<file path="src/sv/bb_pkg.sv">
// Shared types, constants and the reciprocal table of the 3x3 box blur.
`default_nettype none
package bb_pkg;

  // Field and register widths.
  localparam int unsigned CH_W    = 8;
  localparam int unsigned PIX_W   = 3 * CH_W;
  localparam int unsigned FW_W    = 11;
  localparam int unsigned FH_W    = 13;
  localparam int unsigned APB_AW  = 3;
  localparam int unsigned APB_DW  = 32;

  // Averaging arithmetic: sums of up to nine channels, neighbor counts up to nine.
  localparam int unsigned SUM_W   = 12;
  localparam int unsigned CNT_W   = 4;
  localparam int unsigned NUM_W   = SUM_W + 1;
  localparam int unsigned REC_SH  = 18;
  localparam int unsigned REC_W   = REC_SH;
  localparam int unsigned PROD_W  = NUM_W + REC_W;

  // Register indexes, decoded from paddr bit 2.
  localparam logic REG_FRAME_WIDTH  = 1'b0;
  localparam logic REG_FRAME_HEIGHT = 1'b1;

  // Reset values of the registers.
  localparam logic [FW_W-1:0] FRAME_WIDTH_RST  = FW_W'(1024);
  localparam logic [FH_W-1:0] FRAME_HEIGHT_RST = FH_W'(1024);

  typedef logic [PIX_W-1:0] bb_pix_t;

  // Window: [row][column], row 0 is the oldest line.
  typedef logic [2:0][2:0][PIX_W-1:0] bb_win_t;

  // Which window rows and columns lie inside the frame.
  typedef struct packed {
    logic [2:0] row_ok;
    logic [2:0] col_ok;
  } bb_mask_t;

  // ceil(2^18 / (2*count)): exact floor division for numerators below 2^13.
  function automatic logic [REC_W-1:0] bb_recip(input logic [CNT_W-1:0] count);
    logic [REC_W-1:0] m;
    case (count)
      CNT_W'(1): m = REC_W'(131072);
      CNT_W'(2): m = REC_W'(65536);
      CNT_W'(3): m = REC_W'(43691);
      CNT_W'(4): m = REC_W'(32768);
      CNT_W'(5): m = REC_W'(26215);
      CNT_W'(6): m = REC_W'(21846);
      CNT_W'(7): m = REC_W'(18725);
      CNT_W'(8): m = REC_W'(16384);
      CNT_W'(9): m = REC_W'(14564);
      default:   m = '0;
    endcase
    return m;
  endfunction

endpackage
`default_nettype wire

</file>
<file path="src/sv/bb_avg_unit.sv">
// Two-stage averaging unit: masked sums and count, then reciprocal multiply.
`default_nettype none
module bb_avg_unit (
  input  wire logic                  clk,
  input  wire bb_pkg::bb_win_t       win,
  input  wire bb_pkg::bb_mask_t      mask,
  output logic [bb_pkg::CH_W-1:0]    avg_red,
  output logic [bb_pkg::CH_W-1:0]    avg_green,
  output logic [bb_pkg::CH_W-1:0]    avg_blue
);
  import bb_pkg::*;

  logic [2:0][SUM_W-1:0]  sum_nxt;
  logic [2:0][SUM_W-1:0]  sum_r;
  logic [CNT_W-1:0]       cnt_nxt;
  logic [CNT_W-1:0]       cnt_r;
  logic [2:0][PROD_W-1:0] prod_nxt;
  logic [2:0][PROD_W-1:0] prod_r;
  logic [REC_W-1:0]       recip;
  logic [NUM_W-1:0]       num;

  // Stage one: add the channels of every window pixel that lies inside the frame.
  always_comb begin
    sum_nxt = '0;
    cnt_nxt = '0;
    for (int r = 0; r < 3; r++) begin
      for (int c = 0; c < 3; c++) begin
        if (mask.row_ok[r] && mask.col_ok[c]) begin
          for (int ch = 0; ch < 3; ch++) begin
            sum_nxt[ch] = sum_nxt[ch] +
                          SUM_W'(win[r][c][(2-ch)*CH_W +: CH_W]);
          end
          cnt_nxt = cnt_nxt + CNT_W'(1);
        end
      end
    end
  end

  // Stage two: (2*sum + count) / (2*count) as a multiply by the reciprocal.
  always_comb begin
    recip = bb_recip(cnt_r);
    num   = '0;
    for (int ch = 0; ch < 3; ch++) begin
      num          = {sum_r[ch], 1'b0} + NUM_W'(cnt_r);
      prod_nxt[ch] = PROD_W'(num) * PROD_W'(recip);
    end
  end

  always_ff @(posedge clk) begin
    sum_r  <= sum_nxt;
    cnt_r  <= cnt_nxt;
    prod_r <= prod_nxt;
  end

  assign avg_red   = prod_r[0][REC_SH +: CH_W];
  assign avg_green = prod_r[1][REC_SH +: CH_W];
  assign avg_blue  = prod_r[2][REC_SH +: CH_W];

endmodule
`default_nettype wire

</file>
<file path="config.mk">
export PLATFORM = sky130hd
export DESIGN_NAME = bb_avg_unit
export DESIGN_NICKNAME = d
export VERILOG_FILES = /design/src/sv/bb_pkg.sv /design/src/sv/bb_avg_unit.sv
export SDC_FILE = /design/constraint.sdc
export NUM_CORES = 2
export LEC_CHECK = 0
export BUFFER_PORTS_ARGS = -buffer_cell sky130_fd_sc_hd__buf_4
export CORE_UTILIZATION = 35
export CTS_CLUSTER_DIAMETER = 120
export DETAILED_ROUTE_END_ITERATION = 8
export GPL_TIMING_DRIVEN = 0
export PLACE_DENSITY = 0.49
export SYNTH_ARGS = -nofsm -noshare
export SYNTH_HDL_FRONTEND = slang
export SYNTH_SLANG_ARGS = --single-unit
</file>
<file path="constraint.sdc">
create_clock -name clk -period 22 [get_ports clk]
set_input_delay 1.1 -clock clk [delete_from_list [all_inputs] [get_ports clk]]
set_output_delay 1.1 -clock clk [all_outputs]
set_load 0.01 [all_outputs]
</file>
==> results.json <==
{
  "yosys-top-cells-area": "fa_1 32%, ha_1 14%, inv_1 7.3%, nand2_1 6.6%, dfxtp_1 5.0%",
  "synth-edff-count": 0,
  "drt_iter0_markers": 1686,
  "maxSlewHeadroom_pct": 1.97,
  "initial_core_util_pct": 35.4,
  "dpl-instance-area_sq_um": 36000,
  "hpwl_microns": 93600,
  "cts_resized": 0,
  "dr.pass1.iters": 5,
  "cts_hold_buf": 0,
  "drive_gt1_share_pct": 8.63,
  "max_stage_delay_ns": 0.74,
  "p_seq_share_pct": 5.4,
  "syn2layout_area_growth_pct": 11.5,
  "powerDensity_nw_per_um2": 140,
  "setup_viol": 0,
  "routedWlPerCell_microns": 20.3,
  "yosysMostFrequentCell": "inv_1",
  "p_sw_w": 0.00296,
  "critPathKind": "in2reg",
  "die_y_microns": 307,
  "place.gp.congestion": 0.893,
  "drv_slew": 0,
  "syn_nets": 5053,
  "vias": 27200,
  "yosys_register_bits": 82,
  "ys_top_cells_by_count": "630 x inv_1, 571 x nand2_1, 528 x fa_1",
  "drc_errors": 0,
  "ant_nets": 0,
  "ys_types": 84,
  "crit_family": "adder cells",
  "grt_antenna_before_repair": 6,
  "gr-total-overflow": 0,
  "final_cell_area_sq_um": 36300,
  "die-area_sq_um": 94300,
  "num_rows": 111,
  "grt_usage_pct": 23.9,
  "maxCapViolations": 0,
  "ios": 247,
  "power_frac_comb_pct": 91.4,
  "r2r_slack_ns": 13.34,
  "p_clk_share_pct": 3.2,
  "grt_pass1_wl_microns": 169000,
  "outcome": "complete, no violations",
  "critPathBufInv": 7,
  "cts_max_level": 3,
  "fin_setup_tns_ns": 0,
  "nets": 5308,
  "netlist_instances": 3935,
  "cp-startpoint": "mask[3]",
  "synth-async-reset-ratio_pct": 0,
  "arrival_ns": 11.77,
  "hold_viol": 0,
  "holdCritStartpoint": "recip[15]",
  "cts_tree": "done",
  "worst_setup_path_start_kind": "input pin",
  "die-width_microns": 307,
  "timing.hold.ws_ns": 0.942,
  "worstHoldPathType": "reg2reg",
  "finalCriticalPeriod_ns": 11.46,
  "finClkSkew_ns": 0.0207,
  "cts_sinks": 82,
  "ys_seq_area_share_pct": 5.04,
  "cpMaxStageDelayCell": "o31ai_1",
  "cts-buffers-inserted": 9,
  "end_kind": "flip-flop",
  "insertion_delay_ns": 0.39,
  "r2r-start": "cnt_r[2]",
  "total_power_w": 0.00510,
  "period_share_pct": 52.1,
  "rsz0062_at_grt": "false",
  "sw_frac_of_total_pct": 58.0,
  "required_ns": 22.31,
  "synth_top_area_share_pct": 32.4,
  "routed_wl_microns": 111000,
  "clock.fmax_mhz": 87.2,
  "cts_root_buffer": "clkbuf_16",
  "numPortBuffers": 244,
  "clk_pin_slew_ns": 0.09,
  "yosysWarnings": 0,
  "worst-path-max-fanout": 10,
  "crit_top_cell": "ha_1",
  "synth_ff_type": "dfxtp_1",
  "viasPerCell": 5.00,
  "coreArea_sq_um": 91900,
  "synth_area_per_cell_sq_um": 8.28,
  "ir_drop_mv": 0.0959,
  "p_int_w": 0.00214,
  "grt_pass1_vias": 27900,
  "fillers": 9642,
  "leakage_nw": 16.8,
  "cts_buffer_depth": 2,
  "grt_max_degree": 19,
  "tightest_slew_ns": 1.46,
  "netlist_area_sq_um": 32600,
  "synth_area_leader_cell": "fa_1",
  "post_cts_buffers": 0
}
## power by group through the flow
| stage | Clock [W] | Sequential [W] | Combinational (W) |
|---|---|---|---|
| floorplan | 0 | 0.000271 | 0.00334 |
| global placement | 0 | 0.000279 | 0.00465 |
| detailed placement | 0 | 0.000280 | 0.00468 |
| CTS | 0.000168 | 0.000277 | 0.00473 |
| global route | 0.000173 | 0.000284 | 0.00539 |
| finish | 0.000162 | 0.000276 | 0.00466 |
## tightest hold or removal path, stage by stage (launching register included)
cell and delay [ns]:
dfxtp_1 0.38, nand2_1 0.10, xnor2_1 0.09, xnor2_1 0.19
xnor2_1 0.15
## per-stage QoR
stage               setup WS, ns  std cells  util, %
floorplan                  12.20       3935        -
global placement           10.20       5422     39.1
detailed placement         10.27       5422     39.1
CTS                        10.61       5438     39.5
global route                9.72       5443     39.5
finish                     10.54       5446     39.5
## placed cells by master, fill, tap and decap left out, drive strengths merged, types with 37 or more instances in the layout
cell type,netlist,routed
o21a,60,60
xnor2,153,153
buf,17,261
mux2,48,48
inv,633,638
and2,87,87
xor2,64,64
nor2,179,179
nor3,38,38
nand2,572,572
o21ai,167,167
dfxtp,82,82
a21oi,159,159
a21o,62,62
fa,528,528
clkbuf,143,152
nor2b,201,201
ha,367,367
nand2b,37,37
## final cells by class
| type | count | area (sq um) | area share [%] |
|---|---|---|---|
| timing repair buffer | 244 | 1830 | 5.04 |
| buffer | 160 | 618 | 1.70 |
| multi-input combinational | 3060 | 28000 | 77.0 |
| inverter | 633 | 2380 | 6.54 |
| clock buffer | 9 | 225 | 0.620 |
| antenna | 8 | 20.0 | 0.0551 |
| clock inverter | 7 | 73.8 | 0.203 |
| sequential | 82 | 1640 | 4.52 |
| tap | 1243 | 1560 | 4.28 |
## registers in the layout (all words and copies together) (netlist names)
register	flops
cnt_r	4
avg_red	8
avg_blue	8
avg_green	8
recip	18
sum_r	36
## cells by family after synthesis
kind of cell               Yosys count  synth area share, %
and+or+nand+nor                   1225                 17.6
adders and majority gates          898                 46.6
buffers and inverters              793                 9.19
AOI/OAI and AO/OA                  651                 12.9
xor gates and xnor gates           219                 6.36
DFF                                 82                 5.04
muxes                               67                 2.24
## final timing paths
kind | end | cells past startpoint
max | sum_r[35] | 49
min | avg_blue[7] | 4
max reg2reg | avg_blue[7] | 27
min reg2reg | avg_blue[7] | 4
## per-layer routing
metal / global-route usage (%) / wire, microns
met1: 32.7 / 51100
met2: 39.6 / 51400
met3: 2.86 / 5260
met4: 6.41 / 2910
met5: 0 / 15
No activity file was read; power rests on OpenSTA's default activity.
